<file path="src/rtl/rdc_pkg.sv">
// rdc_pkg: shared constants and the digit-to-ascii function of the
// radix digit converter; no dependencies

package rdc_pkg;

    localparam int VALUE_W         = 63;
    localparam int S_TDATA_W       = 64;
    localparam int RADIX_W         = 5;
    localparam int DIGIT_W         = 4;
    localparam int CHAR_W          = 7;
    localparam int M_TDATA_W       = 8;
    localparam int MAX_DIGITS      = 64;
    localparam int ADDR_W          = $clog2(MAX_DIGITS);
    localparam int COUNT_W         = $clog2(MAX_DIGITS + 1);
    localparam int WORK_W          = 64;
    localparam int STEP_BITS       = 8;
    localparam int STEPS_PER_DIGIT = WORK_W / STEP_BITS;
    localparam int STEP_CNT_W      = $clog2(STEPS_PER_DIGIT);
    localparam int REM_W           = DIGIT_W + 1;

    localparam logic [RADIX_W-1:0] RADIX_DEFAULT = RADIX_W'(10);
    localparam logic [RADIX_W-1:0] RADIX_MIN     = RADIX_W'(2);
    localparam logic [RADIX_W-1:0] RADIX_MAX     = RADIX_W'(16);
    localparam logic [DIGIT_W-1:0] DECIMAL_LIMIT = DIGIT_W'(10);
    localparam logic [CHAR_W-1:0]  CHAR_ZERO     = CHAR_W'(8'h30);
    localparam logic [CHAR_W-1:0]  CHAR_A        = CHAR_W'(8'h41);
    localparam logic [CHAR_W-1:0]  CHAR_NINE     = CHAR_W'(8'h39);
    localparam logic [CHAR_W-1:0]  CHAR_F        = CHAR_W'(8'h46);

    function automatic logic [CHAR_W-1:0] digit_to_ascii(input logic [DIGIT_W-1:0] d);
        logic [CHAR_W-1:0] c;
        if (d < DECIMAL_LIMIT) begin
            c = CHAR_ZERO + CHAR_W'(d);
        end else begin
            c = CHAR_A + CHAR_W'(d - DECIMAL_LIMIT);
        end
        return c;
    endfunction

endpackage

</file>
<file path="src/rtl/rdc_ram.sv">
// rdc_ram: generic single write port, single read port ram with registered read
// no dependencies

module rdc_ram #(
    parameter int WIDTH = 4,
    parameter int DEPTH = 64
) (
    input  logic                     aclk,
    input  logic                     we,
    input  logic [$clog2(DEPTH)-1:0] waddr,
    input  logic [WIDTH-1:0]         wdata,
    input  logic                     re,
    input  logic [$clog2(DEPTH)-1:0] raddr,
    output logic [WIDTH-1:0]         rdata
);

    logic [WIDTH-1:0] mem [DEPTH];
    logic [WIDTH-1:0] rdata_reg;

    always_ff @(posedge aclk) begin
        if (we) begin
            mem[waddr] <= wdata;
        end
        if (re) begin
            rdata_reg <= mem[raddr];
        end
    end

    assign rdata = rdata_reg;

endmodule

</file>
<file path="src/rtl/radix_digit_converter.sv">
// radix_digit_converter: converts a non-negative integer to ascii digits in base 2..16
// depends on rdc_pkg and rdc_ram
//
// usage:
//   s_ channel: one transaction carries the value to convert (s_tdata[62:0]).
//   m_ channel: one transaction per digit, ascii '0'-'9'/'A'-'F' in m_tdata[6:0],
//   most significant digit first, m_tlast on the least significant digit.
//   cfg_wen/cfg_wdata write the radix; values outside 2..16 store 10. write only
//   while the block is idle.
// operation:
//   each digit takes a full pass of the shared divider over a 64-bit word (8 quotient
//   bits per cycle). digits then leave one at a time after the last division step:
//   each is read from the digit store, then loaded into the output register, before
//   another is read. a value has at most 63 digits (base 2).
//   s_tready is high only while no conversion is running; the next value can be
//   taken while the final digit still waits in the output register.
// reset: aresetn low returns to idle, drops m_tvalid and sets the radix to 10.
// stall: a low m_tready holds the output register and pauses the digit readout.

module radix_digit_converter (
    input  logic                          aclk,
    input  logic                          aresetn,
    input  logic                          cfg_wen,
    input  logic [rdc_pkg::RADIX_W-1:0]   cfg_wdata,
    input  logic                          s_tvalid,
    output logic                          s_tready,
    input  logic [rdc_pkg::S_TDATA_W-1:0] s_tdata,   // [62:0] value
    output logic                          m_tvalid,
    input  logic                          m_tready,
    output logic [rdc_pkg::M_TDATA_W-1:0] m_tdata,   // [6:0] digit_char
    output logic                          m_tlast
);

    import rdc_pkg::*;

    typedef enum logic [1:0] {
        S_IDLE,
        S_DIV,
        S_RD,
        S_LOAD
    } state_t;

    state_t                state_reg, state_next;
    logic [RADIX_W-1:0]    radix_reg, radix_next;
    logic [WORK_W-1:0]     work_reg, work_next;
    logic [REM_W-1:0]      rem_reg, rem_next;
    logic [STEP_CNT_W-1:0] step_reg, step_next;
    logic [COUNT_W-1:0]    count_reg, count_next;
    logic [ADDR_W-1:0]     rd_addr_reg, rd_addr_next;
    logic                  m_tvalid_reg, m_tvalid_next;
    logic [CHAR_W-1:0]     m_char_reg, m_char_next;
    logic                  m_tlast_reg, m_tlast_next;

    logic [REM_W-1:0]      div_rem;
    logic [STEP_BITS-1:0]  div_quo;
    logic [WORK_W-1:0]     quotient;
    logic                  digit_done;
    logic                  ram_we;
    logic                  ram_re;
    logic [DIGIT_W-1:0]    ram_rdata;

    // shared divider slice: 8 restoring steps on the narrow remainder
    always_comb begin
        div_rem = rem_reg;
        div_quo = '0;
        for (int i = 0; i < STEP_BITS; i++) begin
            div_rem = {div_rem[REM_W-2:0], work_reg[WORK_W-1-i]};
            if (div_rem >= radix_reg) begin
                div_rem = div_rem - radix_reg;
                div_quo[STEP_BITS-1-i] = 1'b1;
            end
        end
    end

    assign quotient   = {work_reg[WORK_W-STEP_BITS-1:0], div_quo};
    assign digit_done = (state_reg == S_DIV) && (step_reg == STEP_CNT_W'(STEPS_PER_DIGIT - 1));
    assign ram_we     = digit_done;
    assign ram_re     = (state_reg == S_RD);

    rdc_ram #(
        .WIDTH (DIGIT_W),
        .DEPTH (MAX_DIGITS)
    ) u_digit_store (
        .aclk  (aclk),
        .we    (ram_we),
        .waddr (count_reg[ADDR_W-1:0]),
        .wdata (div_rem[DIGIT_W-1:0]),
        .re    (ram_re),
        .raddr (rd_addr_reg),
        .rdata (ram_rdata)
    );

    always_comb begin
        state_next    = state_reg;
        radix_next    = radix_reg;
        work_next     = work_reg;
        rem_next      = rem_reg;
        step_next     = step_reg;
        count_next    = count_reg;
        rd_addr_next  = rd_addr_reg;
        m_tvalid_next = m_tvalid_reg && !m_tready;
        m_char_next   = m_char_reg;
        m_tlast_next  = m_tlast_reg;

        if (cfg_wen) begin
            if (cfg_wdata < RADIX_MIN || cfg_wdata > RADIX_MAX) begin
                radix_next = RADIX_DEFAULT;
            end else begin
                radix_next = cfg_wdata;
            end
        end

        unique case (state_reg)
            S_IDLE: begin
                if (s_tvalid) begin
                    work_next  = {1'b0, s_tdata[VALUE_W-1:0]};
                    rem_next   = '0;
                    step_next  = '0;
                    count_next = '0;
                    state_next = S_DIV;
                end
            end
            S_DIV: begin
                step_next = step_reg + STEP_CNT_W'(1);
                if (digit_done) begin
                    work_next  = quotient;
                    rem_next   = '0;
                    count_next = count_reg + COUNT_W'(1);
                    if (quotient == '0 || count_reg == COUNT_W'(MAX_DIGITS - 1)) begin
                        rd_addr_next = count_reg[ADDR_W-1:0];
                        state_next   = S_RD;
                    end
                end else begin
                    work_next = quotient;
                    rem_next  = div_rem;
                end
            end
            S_RD: begin
                state_next = S_LOAD;
            end
            S_LOAD: begin
                if (!m_tvalid_reg || m_tready) begin
                    m_tvalid_next = 1'b1;
                    m_char_next   = digit_to_ascii(ram_rdata);
                    m_tlast_next  = (rd_addr_reg == '0);
                    if (rd_addr_reg == '0) begin
                        count_next = '0;
                        state_next = S_IDLE;
                    end else begin
                        rd_addr_next = rd_addr_reg - ADDR_W'(1);
                        state_next   = S_RD;
                    end
                end
            end
            default: begin
                state_next = S_IDLE;
            end
        endcase
    end

    always_ff @(posedge aclk) begin
        if (!aresetn) begin
            state_reg    <= S_IDLE;
            radix_reg    <= RADIX_DEFAULT;
            count_reg    <= '0;
            m_tvalid_reg <= 1'b0;
        end else begin
            state_reg    <= state_next;
            radix_reg    <= radix_next;
            count_reg    <= count_next;
            m_tvalid_reg <= m_tvalid_next;
        end
        work_reg    <= work_next;
        rem_reg     <= rem_next;
        step_reg    <= step_next;
        rd_addr_reg <= rd_addr_next;
        m_char_reg  <= m_char_next;
        m_tlast_reg <= m_tlast_next;
    end

    assign s_tready = (state_reg == S_IDLE);
    assign m_tvalid = m_tvalid_reg;
    assign m_tdata  = {1'b0, m_char_reg};
    assign m_tlast  = m_tlast_reg;

endmodule

</file>
<file path="config.mk">
export PLATFORM = sky130hd
export DESIGN_NAME = radix_digit_converter
export DESIGN_NICKNAME = d
export VERILOG_FILES = /design/src/rtl/rdc_pkg.sv /design/src/rtl/rdc_ram.sv /design/src/rtl/radix_digit_converter.sv
export SDC_FILE = /design/constraint.sdc
export NUM_CORES = 1
export LEC_CHECK = 0
export ABC_CLOCK_PERIOD_IN_PS = 19650
export BUFFER_PORTS_ARGS = -buffer_cell sky130_fd_sc_hd__buf_2
export CORE_MARGIN = 1
export CORE_UTILIZATION = 35
export CTS_BUF_LIST = sky130_fd_sc_hd__clkbuf_8
export DETAILED_ROUTE_END_ITERATION = 6
export GPL_ROUTABILITY_DRIVEN = 1
export GPL_TIMING_DRIVEN = 0
export SKIP_LAST_GASP = 1
export SLEW_MARGIN = 10
export SYNTH_ARGS = -nofsm -noshare
export SYNTH_HDL_FRONTEND = slang
export SYNTH_SLANG_ARGS = --single-unit
</file>
<file path="constraint.sdc">
create_clock -name aclk -period 19.65 [get_ports aclk]
set_input_delay 1.965 -clock aclk [delete_from_list [all_inputs] [get_ports aclk]]
set_output_delay 1.965 -clock aclk [all_outputs]
set_load 0.01 [all_outputs]
</file>
==> impl_summary.txt, run 1 <==
----------------------------------------------------
[Worst setup path]
  Kind of start point of the critical path ... register
  Maximum fanout count along the critical path ... 37
  Largest incremental delay on the critical path ... 760 ps
  Kind of cell with the highest combined delay on the critical path ... compound AO/OA/AOI/OAI gates
  Worst R2R Path Depth ... 48
  Path length in cells of the critical path ... 48
  Worst path most repeated cell ... ha_1
  Flop2flop setup slack ... 5790 ps
  Kind of critical path ... reg -> reg
  Arrival time at the worst endpoint ... 14190 ps
  Required time at the worst-slack endpoint ... 19980 ps
  Critical path endpoint category ... register
  Buf/Inv on CP ... 6
  Critical path's slowest cell ... dfxtp_1

[Timing]
  Worst Slack Setup Final ... 5790 ps
  Time the worst path needs with I/O delays and setup ... 13860 ps
  Final-report max-slew violation count ... 0
  Setup_tns ... 0 ps
  Crit share post-route ... 70.6%
  RSZ-0062 raised after global routing ... false
  Total count of hold-check failures in the final report ... 0
  Relative slew slack ... 38.1%
  Achievable frequency ... 72.1 MHz
  Worst clock skew ... 27.0 ps
  Slew @ Worst Pin ... 927 ps
  Setup violators final ... 0

[Global route]
  Total congestion overflow after global routing ... 0
  Number of antenna violations at the first check in global routing ... 1
  Total global-route track usage ... 16.1%
  Vias in the first global route ... 10600
  First-pass GRT wire length ... 58900 um
  Largest net degree at the start of global routing ... 66

[Logic synthesis]
  Post-synthesis cell count ... 1215
  Summed instance area of the synthesized netlist ... 16700 um2
  Total of warnings raised by yosys ... 0
  Post-synth EDFFs ... 345
  Async set or reset register ratio after synthesis ... 0%
  Top_reg_cell synth ... edfxtp_1
  Number of different library cells in the post-synthesis netlist ... 61
  Post-synthesis net count ... 1346
  Number of register bits inferred by synthesis ... 360
  Part of the Yosys area used for sequential elements ... 64.0%
  Mean post-synth cell area ... 13.7 um2

[Route]
  DR DRC count ... 2
  Drt wl/cell ... 18.9 um
  Number of DRC violations after detailed-routing iteration 0 ... 892
  Via Count ... 10100
  Sum of routed wire length over all layers ... 37900 um
  Antenna viol nets, final ... 0
  Detailed-routing iteration count for the pre-antenna-repair pass ... 7
  Vias/cell ... 5.06

[Place]
  GPL Wtd Cong ... 0.843
  HPWL after detailed placement ... 26900 um
  Port Buffers ... 81
  Placement-stage worst setup slack ... 5680 ps

[Clocking]
  CTS hold repair buffers ... 0
  CTS buffer count ... 56
  Maximum buffer depth of the clock tree ... 3
  Clock latency of the later-clocked register in the worst-skew pair ... 620 ps
  Clock tree from TritonCTS ... done
  Number of sinks driven by the clock tree ... 360
  Number of gates resized after cts ... 0
  Number of H-tree levels ... 2
  Clock root buffer master ... clkbuf_8
  Clock-pin slew of the registers on the worst-case setup and hold paths ... 60 ps
  Post-CTS Setup Inserts ... 0

[Final layout]
  Max FFs per register ... 256
  Leading cell types in the layout, fill and taps excluded ... edfxtp_1 (345), nand2_1 (225), nor2_1 (107)
  Fraction of layout instances using a drive strength above 1 ... 18.5%
  Most common library cell in the layout ignoring fill and taps ... edfxtp_1
  Filler cell count in the final layout ... 4354
  Final #Nets ... 1490
  Area growth from synthesis to layout ... 14.1%

[Run]
  # Max-Cap Violations ... 0

[Die]
  Die ar. ... 48500 um2
  Number of top-level pins ... 85
  Core footprint ... 46800 um2
  Initial cell density of the core ... 35.6%
  FP Rows ... 79
  Vertical extent of the die ... 220 um
  Horiz. Die Dim ... 220 um

[Run status]
  Run status ... finished with violations
  Failing checks ... DRC

[Worst hold path]
  Cells on Worst Hold Path ... 2
  Hold Crit Class ... reg -> reg

----------------------------------------------------
## cell type report
| class | instances | area [um2] | area share [%] |
|---|---|---|---|
| Buffer | 55 | 243 | 1.28 |
| Antenna cell | 2 | 5.00 | 0.0263 |
| Multi-Input combinational cell | 762 | 5660 | 29.8 |
| Clock inverter | 41 | 251 | 1.32 |
| Sequential cell | 360 | 10700 | 56.1 |
| Clock buffer | 56 | 771 | 4.05 |
| Timing Repair Buffer | 86 | 520 | 2.74 |
| Inverter | 38 | 143 | 0.750 |
| Tap cell | 607 | 759 | 4.00 |
## cells by family (layout without fill, tap and decap cells)
family          after synthesis  in the layout  share of synthesized area (%)
xor+xnor                     26             26                           1.37
compound gates              157            157                           6.19
fa+ha+maj                    57             57                           4.64
buf+inv                      93            276                           2.31
simple gates                434            434                           11.3
flops                       360            360                           64.0
mux                          87             87                           10.2
other cells                   1              3                         0.0225
## cell usage after synthesis (3+ instances only)
cell | number | area (um2)
fa_1 | 8 | 160
buf_1 | 6 | 22.5
and2_1 | 14 | 87.6
or2_2 | 6 | 37.5
buf_4 | 6 | 45.0
a31oi_1 | 7 | 43.8
or3_1 | 5 | 31.3
o22ai_1 | 4 | 25.0
xor2_1 | 9 | 78.8
xnor2_1 | 17 | 149
nand3_1 | 12 | 60.1
buf_2 | 5 | 25.0
edfxtp_1 | 345 | 10400
mux2_2 | 9 | 101
dfxtp_1 | 15 | 300
nor4_1 | 15 | 93.8
nor2b_1 | 14 | 87.6
mux4_2 | 64 | 1440
a21boi_0 | 3 | 22.5
nand3b_1 | 5 | 37.5
nand2b_1 | 9 | 56.3
nor3_1 | 6 | 30.0
mux2i_1 | 12 | 120
a22o_1 | 8 | 70.1
a221oi_1 | 8 | 70.1
o21a_1 | 4 | 30.0
a211oi_1 | 9 | 67.6
o21ai_0 | 38 | 190
a21o_1 | 16 | 120
o221ai_1 | 4 | 35.0
ha_1 | 49 | 613
o31ai_1 | 3 | 22.5
clkbuf_1 | 37 | 139
inv_1 | 38 | 143
nor2_1 | 108 | 405
nand2_1 | 225 | 845
nand4_1 | 6 | 37.5
a21oi_1 | 36 | 180
## through the flow
stage | hold slack (ps) | utilization, % | area [um2] | std cells
final | 530 | 40.7 | 19000 | 2007
after global routing | 565 | 40.7 | 19000 | 2006
after CTS | 533 | 40.6 | 19000 | 2005
after detailed placement | 509 | 38.5 | 18000 | 1908
after global placement | 503 | 38.1 | 17800 | 1903
after floorplan | 452 | - | 16700 | 1215
## worst paths after layout
| check | start | end |
|---|---|---|
| worst min register to register | radix_reg[4] | radix_reg[4] |
| worst min-delay path | radix_reg[4] | radix_reg[4] |
| worst max register to register | radix_reg[1] | u_digit_store.mem[4][3] |
| worst max-delay path | radix_reg[1] | u_digit_store.mem[4][3] |
## routing by layer
metal	GRT usage, %	part of all wire (%)	vias to the layer above
li1	-	-	4829
met1	21.3	44	4952
met2	26.6	48	301
met3	2.78	5.7	65
met4	5.36	2.4	0
met5	0	0	-
## worst min-delay path: stages (launching register included)
cell	delay (ps)
dfxtp_1	310
mux2i_1	120
nor2b_1	60
Power of run 1 is not shown: default switching activity piles up to over one toggle a cycle in this logic, so the estimate is an artifact.
==> inputs of run 2 (changes only) <==
- ABC_AREA: not set -> 1
- ABC_CLOCK_PERIOD_IN_PS: 19650 -> 11200
- clock period: 19.65 -> 11.2 ns (I/O delays scaled with it)
==> run 2 against run 1 <==
  * The run now ends clean
  * Routed wire length increased by 27%
  * Via count grew 26%
  * Sequential cell count unchanged
  * Clock-buffer cell count increased by 7
  * Sequential share of layout area decreased by 2.8 points
  * Non-clock buffer count rose by 37
  * Cell area is 5.2% higher
  * Critical endpoint is now rd_addr_reg[0]
  * First-iteration DRC count is 37% higher
  * Worst setup slack worse by 4800 ps
==> impl_summary.txt, run 2 <==
----------------------------------------------------
[Run status]
  Run status ... finished clean (was finished with violations)

[Logic synthesis]
  Mean post-synth cell area ... 10.4 um2 (was 13.7 um2)
  Summed instance area of the synthesized netlist ... 17100 um2 (was 16700 um2)
  Number of register bits inferred by synthesis ... 360 (unchanged)
  Post-synthesis cell count ... 1655 (was 1215)
  Part of the Yosys area used for sequential elements ... 62.2% (was 64.0%)
  Share of the synthesized area in the top cell type ... 60.4% (was 62.2%)
  Number of different library cells in the post-synthesis netlist ... 43 (was 61)
  Post-synth top area cell ... edfxtp_1 (unchanged)
  Post-synth EDFFs ... 345 (unchanged)
  Top_reg_cell synth ... edfxtp_1 (unchanged)
  Total of warnings raised by yosys ... 0 (unchanged)
  Largest cells by area after synthesis ... edfxtp_1 (60%), nor2_1 (6.9%), o21ai_0 (5.6%), nand2_1 (5.5%), ha_1 (3.6%) (was edfxtp_1 (62%), mux4_2 (8.7%), nand2_1 (5.1%), ha_1 (3.7%), nor2_1 (2.4%))
  Most frequently used cell type in the post-synthesis netlist ... edfxtp_1 (unchanged)
  Async set or reset register ratio after synthesis ... 0% (unchanged)
  Post-synthesis net count ... 1786 (was 1346)
  Leading post-synthesis cells by instance count ... edfxtp_1 (345), nor2_1 (315), nand2_1 (253), o21ai_0 (193), inv_1 (129) (was edfxtp_1 (345), nand2_1 (225), nor2_1 (108), mux4_2 (64), ha_1 (49))

[Die]
  Die ar. ... 49900 um2 (was 48500 um2)
  Initial cell density of the core ... 35.7% (was 35.6%)
  Horiz. Die Dim ... 223 um (was 220 um)
  Core footprint ... 48000 um2 (was 46800 um2)
  FP Rows ... 80 (was 79)
  Vertical extent of the die ... 223 um (was 220 um)
  Number of top-level pins ... 85 (unchanged)

[Route]
  Drt wl/cell ... 19.4 um (was 18.9 um)
  Number of DRC violations after detailed-routing iteration 0 ... 1224 (was 892)
  DR DRC count ... 0 (was 2)
  Via Count ... 12800 (was 10100)
  Antenna viol nets, final ... 0 (unchanged)
  Detailed-routing iteration count for the pre-antenna-repair pass ... 5 (was 7)
  Sum of routed wire length over all layers ... 48200 um (was 37900 um)
  Vias/cell ... 5.15 (was 5.06)

[Timing]
  Worst clock skew ... 46.6 ps (was 27.0 ps)
  Slew @ Worst Pin ... 985 ps (was 927 ps)
  Relative slew slack ... 34.2% (was 38.1%)
  Worst hold margin ... 505 ps (was 530 ps)
  Worst Slack Setup Final ... 956 ps (was 5790 ps)
  RSZ-0062 raised after global routing ... false (unchanged)
  Total count of hold-check failures in the final report ... 0 (unchanged)
  Setup_tns ... 0 ps (unchanged)
  Achievable frequency ... 97.6 MHz (was 72.1 MHz)
  Crit share post-route ... 91.5% (was 70.6%)
  Time the worst path needs with I/O delays and setup ... 10240 ps (was 13860 ps)
  Final-report max-slew violation count ... 0 (unchanged)
  Setup violators final ... 0 (unchanged)

[Final layout]
  Finished Cell Area ... 20000 um2 (was 19000 um2)
  Leading cell types in the layout, fill and taps excluded ... edfxtp_1 (345), nor2_1 (314), nand2_1 (251) (was edfxtp_1 (345), nand2_1 (225), nor2_1 (107))
  Fraction of layout instances using a drive strength above 1 ... 16.0% (was 18.5%)
  Most common library cell in the layout ignoring fill and taps ... edfxtp_1 (unchanged)
  Max FFs per register ... 256 (unchanged)
  Area growth from synthesis to layout ... 16.7% (was 14.1%)
  Antenna diode instance count ... 0 (was 2)
  Final #Nets ... 1954 (was 1490)

[Global route]
  Total global-route track usage ... 19.2% (was 16.1%)
  Total congestion overflow after global routing ... 0 (unchanged)
  Vias in the first global route ... 12400 (was 10600)
  First-pass GRT wire length ... 72900 um (was 58900 um)
  Largest net degree at the start of global routing ... 65 (was 66)
  Number of antenna violations at the first check in global routing ... 2 (was 1)

[Worst setup path]
  Critical R2R Capture ... rd_addr_reg[0] (was u_digit_store.mem[4][3])
  Worst path most repeated cell ... nand2_1 (was ha_1)
  Critical path's slowest cell ... dfxtp_1 (unchanged)
  Capturing element of the worst setup path ... rd_addr_reg[0] (was u_digit_store.mem[4][3])
  Largest incremental delay on the critical path ... 370 ps (was 760 ps)
  Maximum fanout count along the critical path ... 8 (was 37)
  Buf/Inv on CP ... 13 (was 6)
  Kind of cell with the highest combined delay on the critical path ... simple AND/OR/NAND/NOR gates (was compound AO/OA/AOI/OAI gates)
  Arrival time at the worst endpoint ... 10550 ps (was 14190 ps)
  Path length in cells of the critical path ... 70 (was 48)
  Flop2flop setup slack ... 960 ps (was 5790 ps)
  R2R Path Start ... radix_reg[3] (was radix_reg[1])
  Worst R2R Path Depth ... 70 (was 48)
  Critical path endpoint category ... register (unchanged)
  Kind of critical path ... reg -> reg (unchanged)
  Origin of the worst setup path ... radix_reg[3] (was radix_reg[1])
  Kind of start point of the critical path ... register (unchanged)
  Required time at the worst-slack endpoint ... 11510 ps (was 19980 ps)

[Clocking]
  Clock latency of the later-clocked register in the worst-skew pair ... 630 ps (was 620 ps)
  Number of sinks driven by the clock tree ... 360 (unchanged)
  Clock root buffer master ... clkbuf_8 (unchanged)
  CTS buffer count ... 59 (was 56)
  Number of H-tree levels ... 2 (unchanged)
  Maximum buffer depth of the clock tree ... 3 (unchanged)
  Clock tree from TritonCTS ... done (unchanged)
  Clock-pin slew of the registers on the worst-case setup and hold paths ... 70 ps (was 60 ps)

[Place]
  HPWL after detailed placement ... 33500 um (was 26900 um)
  Port Buffers ... 82 (was 81)
  Area post-placement ... 18400 um2 (was 18000 um2)
  GPL Wtd Cong ... 0.930 (was 0.843)
  Placement-stage worst setup slack ... -1010 ps (was 5680 ps)

[Worst hold path]
  Cells on Worst Hold Path ... 2 (unchanged)
  Hold Crit Class ... reg -> reg (unchanged)

[Run]
  # Max-Cap Violations ... 0 (unchanged)

----------------------------------------------------
## run 2: changes by cell type after synthesis, moves of 12 or more
cell,previous run,this run
nor2_1,108,315
o21ai_0,38,193
inv_1,38,129
nand3_1,12,87
mux4_2,64,0
o211ai_1,0,54
nand2_1,225,253
buf_2,5,32
a21o_1,16,0
nor4_1,15,0
nor2b_1,14,0
and2_1,14,1
mux2i_1,12,0
## run 2: worst min path at each step
stage	from	to	slack, ps
global placement	radix_reg[4]	radix_reg[4]	460
CTS	radix_reg[4]	radix_reg[4]	480
detailed placement	radix_reg[4]	radix_reg[4]	470
floorplan	radix_reg[4]	radix_reg[4]	440
finish	radix_reg[4]	radix_reg[4]	510
global route	count_reg[6]	count_reg[6]	540
## run 2: per-stage QoR
step                utilization (%)  cells
global placement               38.1   2352
floorplan                         -   1655
CTS                            41.3   2470
finish                         41.6   2489
detailed placement             38.4   2356
global route                   41.6   2489
## run 2: cells by family after synthesis
kind of cell | after synthesis | share of synthesized area (%)
AO/OA/AOI/OAI | 312 | 10.4
XOR/XNOR | 23 | 1.18
adder cells (fa/ha/maj) | 57 | 4.51
buffers and inverters | 211 | 5.07
flip-flops | 360 | 62.2
other | 1 | 0.0219
AND/OR/NAND/NOR | 691 | 16.7
## run 2: cell type report
type                       count  area, um2
buffer                        71        343
clock buffer                  63        867
clock inverter                49        449
fill                        4628      28000
inverter                     140        548
multi-input combinational   1084       5700
sequential                   360      10700
tap                          615        769
timing repair buffer         107        656
## run 2: worst reg2reg max path, delay by kind of cell, from the launching register on
kind	cells	cell delay [ps]
AO/OA/AOI/OAI	7	1210
adder cells (fa/ha/maj)	8	2560
buffers and inverters	13	1140
flip-flops	1	370
AND/OR/NAND/NOR	42	4630
## run 2: per-layer routing
layer | up-vias | global-route usage, % | share of wire [%]
li1 | 6082 | - | -
met1 | 6103 | 25.2 | 42
met2 | 542 | 32.2 | 48
met3 | 99 | 2.94 | 7.3
met4 | 4 | 6.74 | 2.7
met5 | - | 0 | 0.056
## run 2: repair_timing
item | CTS | global route
setup endpoints to repair | 268 | 269
setup buffers | 2 | 19
gates resized for setup | 15 | 13
pin swaps | 0 | 4
hold buffers | 0 | 0
Power of run 2 is left out for the same reason.
==> inputs of run 3 (changes only) <==
- ABC_CLOCK_PERIOD_IN_PS: 11200 -> 10500
- clock period: 11.2 -> 10.5 ns (I/O delays scaled with it)
==> run 3 against run 2 <==
  * Clock skew is 6.2 ps lower
  * Worst setup slack lost 210 ps
  * Global-route usage increased by 0.063 points
  * Die area is the same
  * Register-to-register slack worse by 210 ps
  * Highest routed layer unchanged
  * Sequential cell count did not move
  * Clock-buffer cell count is the same
  * Via count is 0.58% higher
  * Sequential share of layout area fell by 0.26 points
==> impl_summary.txt, run 3 (same netlist as run 2, synthesis figures left out) <==
----------------------------------------------------
[Global route]
  Largest net degree at the start of global routing ... 65 (unchanged)
  Vias in the first global route ... 12400 (about the same)
  Total global-route track usage ... 19.3% (was 19.2%)
  First-pass GRT wire length ... 73100 um (was 72900 um)
  Number of antenna violations at the first check in global routing ... 2 (unchanged)
  Total congestion overflow after global routing ... 0 (unchanged)

[Worst setup path]
  Worst path most repeated cell ... nand2_1 (unchanged)
  Kind of critical path ... reg -> reg (unchanged)
  Kind of cell with the highest combined delay on the critical path ... simple AND/OR/NAND/NOR gates (unchanged)
  Maximum fanout count along the critical path ... 6 (was 8)
  Critical path endpoint category ... register (unchanged)
  Largest incremental delay on the critical path ... 380 ps (was 370 ps)
  Origin of the worst setup path ... radix_reg[4] (was radix_reg[3])
  Buf/Inv on CP ... 13 (unchanged)
  Required time at the worst-slack endpoint ... 10810 ps (was 11510 ps)
  R2R Path Start ... radix_reg[4] (was radix_reg[3])
  Arrival time at the worst endpoint ... 10070 ps (was 10550 ps)
  Kind of start point of the critical path ... register (unchanged)
  Flop2flop setup slack ... 740 ps (was 960 ps)
  Critical path's slowest cell ... dfxtp_1 (unchanged)

[Route]
  Detailed-routing iteration count for the pre-antenna-repair pass ... 5 (unchanged)
  Met2 routed WL ... 23200 um (was 23100 um)
  DR DRC count ... 0 (unchanged)
  Via Count ... 12900 (was 12800)
  Length of routed wiring on met1 ... 20600 um (was 20300 um)
  Drt wl/cell ... 19.5 um (was 19.4 um)
  Number of DRC violations after detailed-routing iteration 0 ... 1140 (was 1224)
  Vias/cell ... 5.17 (was 5.15)
  Antenna viol nets, final ... 0 (unchanged)
  Sum of routed wire length over all layers ... 48700 um (was 48200 um)
  DR top layer ... met5 (unchanged)
  Met3 routed wirelength ... 3460 um (was 3540 um)

[Clocking]
  CTS hold repair buffers ... 0 (unchanged)
  Clock latency of the later-clocked register in the worst-skew pair ... 630 ps (about the same)
  CTS buffer count ... 59 (unchanged)
  Clock root buffer master ... clkbuf_8 (unchanged)
  Number of sinks driven by the clock tree ... 360 (unchanged)
  Clock-pin slew of the registers on the worst-case setup and hold paths ... 70 ps (about the same)
  Maximum buffer depth of the clock tree ... 3 (unchanged)
  Number of H-tree levels ... 2 (unchanged)
  Clock tree from TritonCTS ... done (unchanged)

[Die]
  Core footprint ... 48000 um2 (unchanged)
  Die ar. ... 49900 um2 (unchanged)
  Initial cell density of the core ... 35.7% (unchanged)
  Horiz. Die Dim ... 223 um (unchanged)
  Vertical extent of the die ... 223 um (unchanged)
  Number of top-level pins ... 85 (unchanged)
  FP Rows ... 80 (unchanged)

[Timing]
  Time the worst path needs with I/O delays and setup ... 9760 ps (was 10240 ps)
  Worst clock skew ... 40.5 ps (was 46.6 ps)
  Worst Slack Setup Final ... 745 ps (was 956 ps)
  Final-report max-slew violation count ... 0 (unchanged)
  Worst hold margin ... 508 ps (was 505 ps)
  Total count of hold-check failures in the final report ... 0 (unchanged)
  Crit share post-route ... 92.9% (was 91.5%)
  Slew @ Worst Pin ... 974 ps (was 985 ps)
  Relative slew slack ... 34.8% (was 34.2%)
  Setup violators final ... 0 (unchanged)
  Achievable frequency ... 103 MHz (was 97.6 MHz)

[Final layout]
  Leading cell types in the layout, fill and taps excluded ... edfxtp_1 (345), nor2_1 (313), nand2_1 (249) (was edfxtp_1 (345), nor2_1 (314), nand2_1 (251))
  Most common library cell in the layout ignoring fill and taps ... edfxtp_1 (unchanged)
  Finished Cell Area ... 20100 um2 (was 20000 um2)
  Antenna diode instance count ... 0 (unchanged)
  Area growth from synthesis to layout ... 17.3% (was 16.7%)
  Final #Nets ... 1959 (was 1954)
  Max FFs per register ... 256 (unchanged)
  Fraction of layout instances using a drive strength above 1 ... 16.7% (was 16.0%)

[Worst hold path]
  Hold Crit Class ... reg -> reg (unchanged)
  HP Start ... radix_reg[4] (unchanged)

[Place]
  Area post-placement ... 18400 um2 (unchanged)
  GPL Wtd Cong ... 0.930 (unchanged)
  HPWL after detailed placement ... 33500 um (unchanged)
  Port Buffers ... 82 (unchanged)
  Placement-stage worst setup slack ... -1710 ps (was -1010 ps)

[Run status]
  Run status ... finished clean (unchanged)

[Run]
  # Max-Cap Violations ... 0 (unchanged)

----------------------------------------------------
==> run 3: worst min-delay path, delay by kind of cell (launching register included) <==
kind            cells  cell delay (ps)
flops               1              330
compound gates      1               60
simple gates        1               70
==> run 3: path summary, 6_finish.rpt <==
check              endpoint  cells past startpoint
min reg2reg    radix_reg[4]                      2
max          rd_addr_reg[0]                     68
max reg2reg  rd_addr_reg[0]                     68
min            radix_reg[4]                      2
==> run 3: what timing repair did <==
action / 4_1_cts / 5_1_grt
gates cloned: 0 / 1
buffers inserted: 8 / 17
endpoints found under the setup margin: 269 / 269
pin swaps: 2 / 13
resized for setup: 28 / 15
endpoints found under the hold margin: 0 / 0
==> run 3: layout make-up <==
type                       instances  area (um2)
fill                            4617       27900
sequential                       360       10700
multi-input combinational       1085        5770
clock buffer                      63         867
tap                              615         769
timing repair buffer             111         686
inverter                         140         548
clock inverter                    49         449
buffer                            71         343
==> run 3: per-layer routing <==
| metal | GRT usage, % | vias to the layer above |
|---|---|---|
| met5 | 0 | - |
| met4 | 6.50 | 4 |
| met3 | 2.87 | 99 |
| met2 | 32.5 | 548 |
| met1 | 25.3 | 6171 |
| li1 | - | 6083 |
==> run 3: stage by stage <==
stage / cells / utilization, % / setup TNS (ps)
floorplan: 1655 / - / 0
global placement: 2352 / 38.1 / -647260
detailed placement: 2356 / 38.4 / -379930
CTS: 2476 / 41.4 / 0
global route: 2494 / 41.8 / -3450
finish: 2494 / 41.8 / 0
Power of run 3 is left out for the same reason.
